### config.mk
export PLATFORM = sky130hd
export DESIGN_NAME = entity_distance_classifier_stats
export DESIGN_NICKNAME = d
export VERILOG_FILES = /design/src/design/edcs_pkg.sv /design/src/design/entity_distance_classifier_stats.sv /design/src/design/edcs_front.sv /design/src/design/edcs_queue.sv /design/src/design/edcs_back.sv
export SDC_FILE = /design/constraint.sdc
export NUM_CORES = 2
export LEC_CHECK = 0
export BUFFER_PORTS_ARGS = -buffer_cell sky130_fd_sc_hd__buf_2
export CAP_MARGIN = 5
export CELL_PAD_IN_SITES_DETAIL_PLACEMENT = 1
export CELL_PAD_IN_SITES_GLOBAL_PLACEMENT = 1
export CORE_MARGIN = 4
export CORE_UTILIZATION = 54
export CTS_CLUSTER_DIAMETER = 60
export DETAILED_ROUTE_END_ITERATION = 10
export PLACE_DENSITY_LB_ADDON = 0.1
export SYNTH_ARGS = -nofsm -noshare
export SYNTH_HDL_FRONTEND = slang
export SYNTH_SLANG_ARGS = --single-unit
### constraint.sdc
create_clock -name clock -period 24.4 [get_ports clock]
set_input_delay 1.22 -clock clock [delete_from_list [all_inputs] [get_ports clock]]
set_output_delay 1.22 -clock clock [all_outputs]
set_load 0.05 [all_outputs]
### src/design/edcs_pkg.sv
// Shared types and constants for the entity distance classifier.
// No dependencies; imported by every module of the block.
package edcs_pkg;

   localparam int COORD_W     = 17;
   localparam int MAG_W       = 17;
   localparam int SQ_W        = 2 * MAG_W;
   localparam int DIST_W      = 36;
   localparam int COUNT_W     = 9;
   localparam int DROP_W      = 16;
   localparam int GEN_W       = 32;
   localparam int NUM_KINDS   = 4;
   localparam int REQ_DATA_W  = 56;
   localparam int RSP_DATA_W  = 208;
   localparam int QUEUE_DEPTH = 4;
   localparam int QPTR_W      = $clog2(QUEUE_DEPTH);

   localparam logic [COUNT_W-1:0] MAX_ENTITIES     = 9'd256;
   localparam logic [DROP_W-1:0]  DROP_SATURATE    = 16'hFFFF;
   localparam logic [DIST_W-1:0]  NEAREST_SENTINEL = 36'd51538821123;
   localparam logic [DIST_W-1:0]  THRESH_NEAR      = 36'd1048576;
   localparam logic [DIST_W-1:0]  THRESH_MID       = 36'd4194304;
   localparam logic [DIST_W-1:0]  THRESH_FAR       = 36'd37748736;

   typedef enum logic [1:0] {
      OP_BEGIN  = 2'd0,
      OP_PUSH   = 2'd1,
      OP_COMMIT = 2'd2
   } op_type;

   typedef enum logic [1:0] {
      CLASS_BEYOND = 2'd0,
      CLASS_FAR    = 2'd1,
      CLASS_MID    = 2'd2,
      CLASS_NEAR   = 2'd3
   } class_type;

   // One classified word handed from the front end to the statistics unit.
   typedef struct packed {
      logic [1:0]        op;
      logic [1:0]        kind;
      logic [DIST_W-1:0] sq_dist;
      logic [1:0]        cls;
   } entry_type;

endpackage

### src/design/entity_distance_classifier_stats.sv
// Top level of the entity distance classifier with frame statistics.
// Depends on edcs_pkg, edcs_front, edcs_queue and edcs_back.
//
// Usage:
//   req channel: one word per operation. tuser carries the operation
//   (begin frame, push entity, commit frame). A begin word latches the
//   camera origin from the coordinates and clears the frame statistics;
//   a push word carries an entity origin, effects flag and kind; a
//   commit word stamps the next frame generation.
//   rsp channel: exactly one word per request word, in order, with the
//   push result (stored flag, squared distance, priority class) and the
//   frame statistics as they stand after that word.
//   A word passes the front stage register, the queue and the output
//   register. Throughput: one word per cycle while rsp_tready stays
//   high; the front end subtracts and squares in one stage and sums
//   and classifies in the next; the statistics unit updates all counters.
//   A four-entry queue separates the front end from the statistics unit,
//   so a stalled receiver first fills the output register, then the
//   queue, then the front stage, and only then drops req_tready.
//   Reset (synchronous, active high) empties the pipeline and queue,
//   zeroes the camera and counters, sets nearest to its sentinel and the
//   next generation to one. No clearing pass is needed.
module entity_distance_classifier_stats import edcs_pkg::*; (
   input  logic                  clock,
   input  logic                  reset,
   input  logic                  req_tvalid,
   output logic                  req_tready,
   // pos_x[16:0], pos_y[33:17], pos_z[50:34], has_effects[51],
   // entity_kind[53:52], zero pad[55:54]
   input  logic [REQ_DATA_W-1:0] req_tdata,
   // operation[1:0]
   input  logic [1:0]            req_tuser,
   output logic                  rsp_tvalid,
   input  logic                  rsp_tready,
   // accepted[0], dist_sq[36:1], draw_class[38:37], count_stored[47:39],
   // count_dropped[63:48], count_alias[72:64], count_brush[81:73],
   // count_sprite[90:82], count_unknown[99:91], nearest_sq[135:100],
   // farthest_sq[171:136], frame_generation[203:172], zero pad[207:204]
   output logic [RSP_DATA_W-1:0] rsp_tdata
);

   logic      fq_valid, fq_ready;
   entry_type fq_entry;
   logic      qb_valid, qb_ready;
   entry_type qb_entry;

   // Split the request word into its fields and hand it to the front end.
   edcs_front u_front (
      .clock      (clock),
      .reset      (reset),
      .in_valid   (req_tvalid),
      .in_ready   (req_tready),
      .in_op      (req_tuser),
      .in_x       (req_tdata[16:0]),
      .in_y       (req_tdata[33:17]),
      .in_z       (req_tdata[50:34]),
      .in_effects (req_tdata[51]),
      .in_kind    (req_tdata[53:52]),
      .out_valid  (fq_valid),
      .out_entry  (fq_entry),
      .out_ready  (fq_ready)
   );

   // Buffer classified words so each side can stall on its own.
   edcs_queue u_queue (
      .clock    (clock),
      .reset    (reset),
      .wr_valid (fq_valid),
      .wr_ready (fq_ready),
      .wr_entry (fq_entry),
      .rd_valid (qb_valid),
      .rd_ready (qb_ready),
      .rd_entry (qb_entry)
   );

   // Apply each word to the statistics and register the response.
   edcs_back u_back (
      .clock     (clock),
      .reset     (reset),
      .in_valid  (qb_valid),
      .in_ready  (qb_ready),
      .in_entry  (qb_entry),
      .rsp_valid (rsp_tvalid),
      .rsp_ready (rsp_tready),
      .rsp_data  (rsp_tdata)
   );

endmodule

### src/design/edcs_front.sv
// Front end: accepts request words, latches the camera, computes squared
// distance and priority class over two stages. Depends on edcs_pkg.
module edcs_front import edcs_pkg::*; (
   input  logic                      clock,
   input  logic                      reset,
   input  logic                      in_valid,
   output logic                      in_ready,
   input  logic [1:0]                in_op,
   input  logic signed [COORD_W-1:0] in_x,
   input  logic signed [COORD_W-1:0] in_y,
   input  logic signed [COORD_W-1:0] in_z,
   input  logic                      in_effects,
   input  logic [1:0]                in_kind,
   output logic                      out_valid,
   output entry_type                 out_entry,
   input  logic                      out_ready
);

   logic signed [COORD_W-1:0] cam_x_ff, cam_y_ff, cam_z_ff;
   logic                      s1_valid_ff, s1_valid_in;
   logic [1:0]                s1_op_ff, s1_kind_ff;
   logic                      s1_eff_ff;
   logic [SQ_W-1:0]           s1_sqx_ff, s1_sqy_ff, s1_sqz_ff;

   logic signed [COORD_W:0]   dx, dy, dz;
   logic [MAG_W-1:0]          mx, my, mz;
   logic [DIST_W-1:0]         dist_sum;
   logic [1:0]                cls;
   logic                      accept;

   assign in_ready = !s1_valid_ff || out_ready;
   assign accept   = in_valid && in_ready;

   // Subtract the camera and take the magnitude.
   always_comb begin
      dx = {in_x[COORD_W-1], in_x} - {cam_x_ff[COORD_W-1], cam_x_ff};
      dy = {in_y[COORD_W-1], in_y} - {cam_y_ff[COORD_W-1], cam_y_ff};
      dz = {in_z[COORD_W-1], in_z} - {cam_z_ff[COORD_W-1], cam_z_ff};
      mx = dx[COORD_W] ? MAG_W'(-dx) : MAG_W'(dx);
      my = dy[COORD_W] ? MAG_W'(-dy) : MAG_W'(dy);
      mz = dz[COORD_W] ? MAG_W'(-dz) : MAG_W'(dz);
   end

   always_comb begin
      s1_valid_in = s1_valid_ff;
      if (accept) begin
         s1_valid_in = 1'b1;
      end else if (out_ready) begin
         s1_valid_in = 1'b0;
      end
   end

   always_ff @(posedge clock) begin
      if (reset) begin
         s1_valid_ff <= 1'b0;
         cam_x_ff    <= '0;
         cam_y_ff    <= '0;
         cam_z_ff    <= '0;
      end else begin
         s1_valid_ff <= s1_valid_in;
         if (accept && in_op == OP_BEGIN) begin
            cam_x_ff <= in_x;
            cam_y_ff <= in_y;
            cam_z_ff <= in_z;
         end
      end
   end

   always_ff @(posedge clock) begin
      if (accept) begin
         s1_op_ff   <= in_op;
         s1_kind_ff <= in_kind;
         s1_eff_ff  <= in_effects;
         s1_sqx_ff  <= mx * mx;
         s1_sqy_ff  <= my * my;
         s1_sqz_ff  <= mz * mz;
      end
   end

   // Sum the squares and bin the distance; an effects flag forces the near class.
   always_comb begin
      dist_sum = DIST_W'(s1_sqx_ff) + DIST_W'(s1_sqy_ff) + DIST_W'(s1_sqz_ff);
      if (s1_eff_ff || dist_sum <= THRESH_NEAR) begin
         cls = CLASS_NEAR;
      end else if (dist_sum <= THRESH_MID) begin
         cls = CLASS_MID;
      end else if (dist_sum <= THRESH_FAR) begin
         cls = CLASS_FAR;
      end else begin
         cls = CLASS_BEYOND;
      end
   end

   assign out_valid         = s1_valid_ff;
   assign out_entry.op      = s1_op_ff;
   assign out_entry.kind    = s1_kind_ff;
   assign out_entry.sq_dist = dist_sum;
   assign out_entry.cls     = cls;

endmodule

### src/design/edcs_queue.sv
// Short queue of classified words between front end and statistics unit.
// Depends on edcs_pkg for the entry type and depth.
module edcs_queue import edcs_pkg::*; (
   input  logic      clock,
   input  logic      reset,
   input  logic      wr_valid,
   output logic      wr_ready,
   input  entry_type wr_entry,
   output logic      rd_valid,
   input  logic      rd_ready,
   output entry_type rd_entry
);

   entry_type         slot_ff [QUEUE_DEPTH];
   logic [QPTR_W-1:0] wr_ptr_ff, rd_ptr_ff;
   logic [QPTR_W:0]   cnt_ff, cnt_in;
   logic              push, pop;

   assign wr_ready = cnt_ff != (QPTR_W+1)'(QUEUE_DEPTH);
   assign rd_valid = cnt_ff != '0;
   assign push     = wr_valid && wr_ready;
   assign pop      = rd_valid && rd_ready;
   assign rd_entry = slot_ff[rd_ptr_ff];

   always_comb begin
      cnt_in = cnt_ff;
      if (push && !pop) begin
         cnt_in = cnt_ff + 1'b1;
      end else if (pop && !push) begin
         cnt_in = cnt_ff - 1'b1;
      end
   end

   always_ff @(posedge clock) begin
      if (reset) begin
         wr_ptr_ff <= '0;
         rd_ptr_ff <= '0;
         cnt_ff    <= '0;
      end else begin
         cnt_ff <= cnt_in;
         if (push) begin
            wr_ptr_ff <= wr_ptr_ff + 1'b1;
         end
         if (pop) begin
            rd_ptr_ff <= rd_ptr_ff + 1'b1;
         end
      end
   end

   always_ff @(posedge clock) begin
      if (push) begin
         slot_ff[wr_ptr_ff] <= wr_entry;
      end
   end

endmodule

### src/design/edcs_back.sv
// Statistics unit: applies each classified word to the frame statistics
// and holds the response word in an output register. Depends on edcs_pkg.
module edcs_back import edcs_pkg::*; (
   input  logic                  clock,
   input  logic                  reset,
   input  logic                  in_valid,
   output logic                  in_ready,
   input  entry_type             in_entry,
   output logic                  rsp_valid,
   input  logic                  rsp_ready,
   output logic [RSP_DATA_W-1:0] rsp_data
);

   logic [COUNT_W-1:0] stored_ff, stored_in;
   logic [DROP_W-1:0]  dropped_ff, dropped_in;
   logic [COUNT_W-1:0] kind_ff [NUM_KINDS];
   logic [COUNT_W-1:0] kind_in [NUM_KINDS];
   logic [DIST_W-1:0]  nearest_ff, nearest_in;
   logic [DIST_W-1:0]  farthest_ff, farthest_in;
   logic [GEN_W-1:0]   next_gen_ff, next_gen_in;
   logic [GEN_W-1:0]   last_gen_ff, last_gen_in;
   logic               rsp_valid_ff, rsp_valid_in;
   logic [RSP_DATA_W-1:0] rsp_data_ff, rsp_data_in;

   logic               acc;
   logic [DIST_W-1:0]  dist_out;
   logic [1:0]         cls_out;
   logic               take;

   assign in_ready = !rsp_valid_ff || rsp_ready;
   assign take     = in_valid && in_ready;

   always_comb begin
      stored_in   = stored_ff;
      dropped_in  = dropped_ff;
      kind_in     = kind_ff;
      nearest_in  = nearest_ff;
      farthest_in = farthest_ff;
      next_gen_in = next_gen_ff;
      last_gen_in = last_gen_ff;
      acc         = 1'b0;
      dist_out    = '0;
      cls_out     = CLASS_BEYOND;
      case (in_entry.op)
         OP_BEGIN: begin
            stored_in   = '0;
            dropped_in  = '0;
            for (int k = 0; k < NUM_KINDS; k++) begin
               kind_in[k] = '0;
            end
            nearest_in  = NEAREST_SENTINEL;
            farthest_in = '0;
         end
         OP_PUSH: begin
            if (stored_ff >= MAX_ENTITIES) begin
               if (dropped_ff != DROP_SATURATE) begin
                  dropped_in = dropped_ff + 1'b1;
               end
            end else begin
               stored_in = stored_ff + 1'b1;
               if (in_entry.sq_dist < nearest_ff) begin
                  nearest_in = in_entry.sq_dist;
               end
               if (in_entry.sq_dist > farthest_ff) begin
                  farthest_in = in_entry.sq_dist;
               end
               kind_in[in_entry.kind] = kind_ff[in_entry.kind] + 1'b1;
               acc      = 1'b1;
               dist_out = in_entry.sq_dist;
               cls_out  = in_entry.cls;
            end
         end
         OP_COMMIT: begin
            if (stored_ff == '0) begin
               nearest_in = '0;
            end
            last_gen_in = next_gen_ff;
            next_gen_in = next_gen_ff + 1'b1;
         end
         default: begin
            // unused operation: report statistics only
         end
      endcase
   end

   always_comb begin
      rsp_data_in = {4'b0, last_gen_in, farthest_in, nearest_in,
                     kind_in[3], kind_in[2], kind_in[1], kind_in[0],
                     dropped_in, stored_in, cls_out, dist_out, acc};
      rsp_valid_in = rsp_valid_ff;
      if (take) begin
         rsp_valid_in = 1'b1;
      end else if (rsp_ready) begin
         rsp_valid_in = 1'b0;
      end
   end

   always_ff @(posedge clock) begin
      if (reset) begin
         stored_ff    <= '0;
         dropped_ff   <= '0;
         for (int k = 0; k < NUM_KINDS; k++) begin
            kind_ff[k] <= '0;
         end
         nearest_ff   <= NEAREST_SENTINEL;
         farthest_ff  <= '0;
         next_gen_ff  <= GEN_W'(1);
         last_gen_ff  <= '0;
         rsp_valid_ff <= 1'b0;
      end else begin
         rsp_valid_ff <= rsp_valid_in;
         if (take) begin
            stored_ff   <= stored_in;
            dropped_ff  <= dropped_in;
            kind_ff     <= kind_in;
            nearest_ff  <= nearest_in;
            farthest_ff <= farthest_in;
            next_gen_ff <= next_gen_in;
            last_gen_ff <= last_gen_in;
         end
      end
   end

   always_ff @(posedge clock) begin
      if (take) begin
         rsp_data_ff <= rsp_data_in;
      end
   end

   assign rsp_valid = rsp_valid_ff;
   assign rsp_data  = rsp_data_ff;

endmodule
==> impl_metrics.toml <==
[place]
dp_hpwl_um = 124000
routabilityCongestion = 0.894
port_buffers = 265

[route]
firstDrtPassIters = 10
drcViolationCount = 0
wl_per_cell_um = 21.2
detail-route-antenna-nets = 0
drt_iter0_drc = 2304
via_count = 43900
routed_wl_um = 163000
vias_per_cell = 5.71

[timing]
tightestPinTransition_ps = 1330
fmax_ghz = 0.0830
whs_ps = 451
post-route-period-util_pct = 49.4
finalClockSkew_ps = 53.0
finalSetupViolations = 0
rsz0062_at_grt = "false"
period_needed_ps = 12040
drv_slew = 0
final.setup.tns_ps = 0
finalHoldViolations = 0
slew_headroom_pct = 10.6

[yosys]
synthArstFlopShare_pct = 0
synth_edf_count = 476
synth-compound-area-share_pct = 11.2
synthCells = 5919
ys_seq_area_share_pct = 32.7
yosys_warnings = 0
synthFlopType = "edfxtp_1"
ys_ff_latch = 735
synthDistinctLibCells = 96
syn-cell-area_mm2 = 0.0596
synth_fa_ha_area_share_pct = 30.1
synth.avg_cell_area_um2 = 10.1
synthMuxAreaShare_pct = 2.61
synth_top_family_by_area = "adder cells"
synth_simple_gate_area_share_pct = 11.4
synth_xor_area_share_pct = 4.11

[cells_and_area]
drive_above_1_share_pct = 9.56
fillers = 12000
fin_util_pct = 59.9
fin_nets = 7294
syn_to_final_growth_pct = 9.63

[grt]
overflow = 0
grt_usage_pct = 28.3
grt_pass1_wl_um = 262000
grt_max_degree = 99
grt_pass1_vias = 48400
antenna_found_initial = 5

[worst_setup_path]
r2r_cells = 36
crit_type = "input port to flop"
r2r_setup_slack_ps = 12730
cpPeakStageDelay_ps = 930
worst-endpoint-arrival_ps = 12440
cp-start-kind = "input port"
path_max_fanout = 10
slowest_stage = "xor2_1"
end_kind = "flop"
r2r-start = "u_front.cam_y_ff[0]$_SDFFE_PP0P_"
cp.required_ps = 24800
worstReg2RegEnd = "u_front.s1_sqy_ff[33]$_DFFE_PP_"

[floorplanning]
die_h_um = 340
pin_count = 272
die-width_um = 340
dieArea_mm2 = 0.116
rows = 121
start_util_pct = 54.6
core_area_mm2 = 0.109

[clocking]
path_clk_slew_ps = 60
holdBufCountCts = 0
cts_made_buffers = 84
h-tree-depth = 3
cts.sinks = 735
clockBufferDepth = 3
cts_tree = "built"
cts_setup_buffers = 0
cts-root-buf = "clkbuf_16"
post_cts_resized = 0
clock_latency_ps = 690

[job]
drv_cap = 0

[min_path]
worstHoldPathType = "flop to flop"
whs_path_depth = 2
min_from = "u_front.cam_z_ff[7]$_SDFFE_PP0P_"
whs_endpoint = "u_front.cam_z_ff[7]$_SDFFE_PP0P_"

[run_status]
status = "finished, final reports clean"
==> Yosys cell counts (64+ instances only) <==
cell	n	area share, %
and3_1	72	0.76
nor3_1	64	0.54
o21ai_0	138	1.2
clkbuf_1	164	1.0
nand2_1	643	4.0
ha_1	514	11
nor2_1	402	2.5
xnor2_1	170	2.5
a22o_1	113	1.7
dfxtp_1	259	8.7
inv_1	1028	6.5
fa_1	576	19
xor2_1	103	1.5
a21o_1	107	1.3
a21oi_1	289	2.4
nand3_1	75	0.63
edfxtp_1	476	24
==> layout by cell type (no fill, tap or decap), types with 30 or more instances in the layout <==
cell       Yosys  routed
inv_1       1028    1027
nand2_1      643     643
fa_1         576     576
ha_1         514     514
edfxtp_1     476     476
nor2_1       402     398
a21oi_1      289     289
buf_2          5     264
dfxtp_1      259     257
xnor2_1      170     167
o21ai_0      138     138
a22o_1       113     113
a21o_1       107     106
xor2_1       103     103
clkbuf_16      0      84
nand3_1       75      75
and3_1        72      72
nor3_1        64      63
buf_4          5      62
mux4_2        51      51
nand2b_1      50      49
o21a_1        40      40
a221o_1       40      40
nor2b_1       39      39
nand4_1       38      38
a31oi_1       34      33
or3_1         33      32
mux2_2        30      30
==> state kept, by name (all words and copies together), names as in the netlist, 32 cells and up, named ones only <==
register            cells
u_queue.slot_ff       168
u_back.kind_ff         36
u_front.s1_sqx_ff      33
u_back.rsp_data       204
u_back.next_gen_ff     32
u_back.last_gen_ff     32
u_back.farthest_ff     36
u_back.nearest_ff      36
u_front.s1_sqy_ff      33
u_front.s1_sqz_ff      33
==> worst max path at each step <==
stage / start / slack [ps] / endpoint / depth (start not counted)
CTS: req_tdata[17] / 12370 / u_front.s1_sqy_ff[33]$_DFFE_PP_ / 38
finish: req_tdata[17] / 12360 / u_front.s1_sqy_ff[33]$_DFFE_PP_ / 38
detailed placement: req_tdata[17] / 11660 / u_front.s1_sqy_ff[33]$_DFFE_PP_ / 38
floorplan: req_tdata[17] / 13890 / u_front.s1_sqy_ff[33]$_DFFE_PP_ / 35
global placement: req_tdata[17] / 12030 / u_front.s1_sqy_ff[33]$_DFFE_PP_ / 36
global route: req_tdata[17] / 11750 / u_front.s1_sqy_ff[33]$_DFFE_PP_ / 38
==> routing by layer <==
| layer | global-route usage [%] | wire length (um) | vias to the layer above |
|---|---|---|---|
| met4 | 9.77 | 5790 | 4 |
| met3 | 3.40 | 7050 | 287 |
| met2 | 50.7 | 83100 | 1028 |
| met1 | 35.4 | 67200 | 22400 |
| li1 | - | - | 20200 |
| met5 | 0 | 22 | - |
==> per-stage QoR <==
stage                     area, um^2  instances  worst slack [ps]
final                          65300       7691             12360
after global routing           65300       7689             11750
after CTS                      65300       7689             12370
after detailed placement       62600       7532             11660
after global placement         62600       7532             12030
after floorplan                59600       5922             13890
==> area by class of cell <==
type	instances	area [um^2]	area share, %
antenna	2	5.00	0.00766
clock buffer	111	2270	3.48
clock inverter	46	472	0.722
inverter	1042	3920	6.00
multi-input combinational	3952	35500	54.4
sequential	735	19500	29.8
tap	1476	1850	2.83
timing repair buffer	327	1800	2.75
==> cells by family (layout without fill, tap and decap cells) <==
group	Yosys count	in the layout
AO/OA/AOI/OAI	979	979
XOR/XNOR	276	276
adder cells (fa/ha/maj)	1090	1090
buffers and inverters	1235	1526
flip-flops	735	735
multiplexers	88	88
other	1	6
AND/OR/NAND/NOR	1515	1515
==> critical path: cells and delay by family <==
| kind | cells | cell delay, ps |
|---|---|---|
| buffers and inverters | 9 | 1430 |
| AOI/OAI and AO/OA | 10 | 2860 |
| and+or+nand+nor | 8 | 1930 |
| xor gates and xnor gates | 2 | 1330 |
| adders and majority gates | 9 | 3660 |
Power is not shown: default switching activity piles up to over one toggle a cycle in this logic, so the estimate is an artifact.
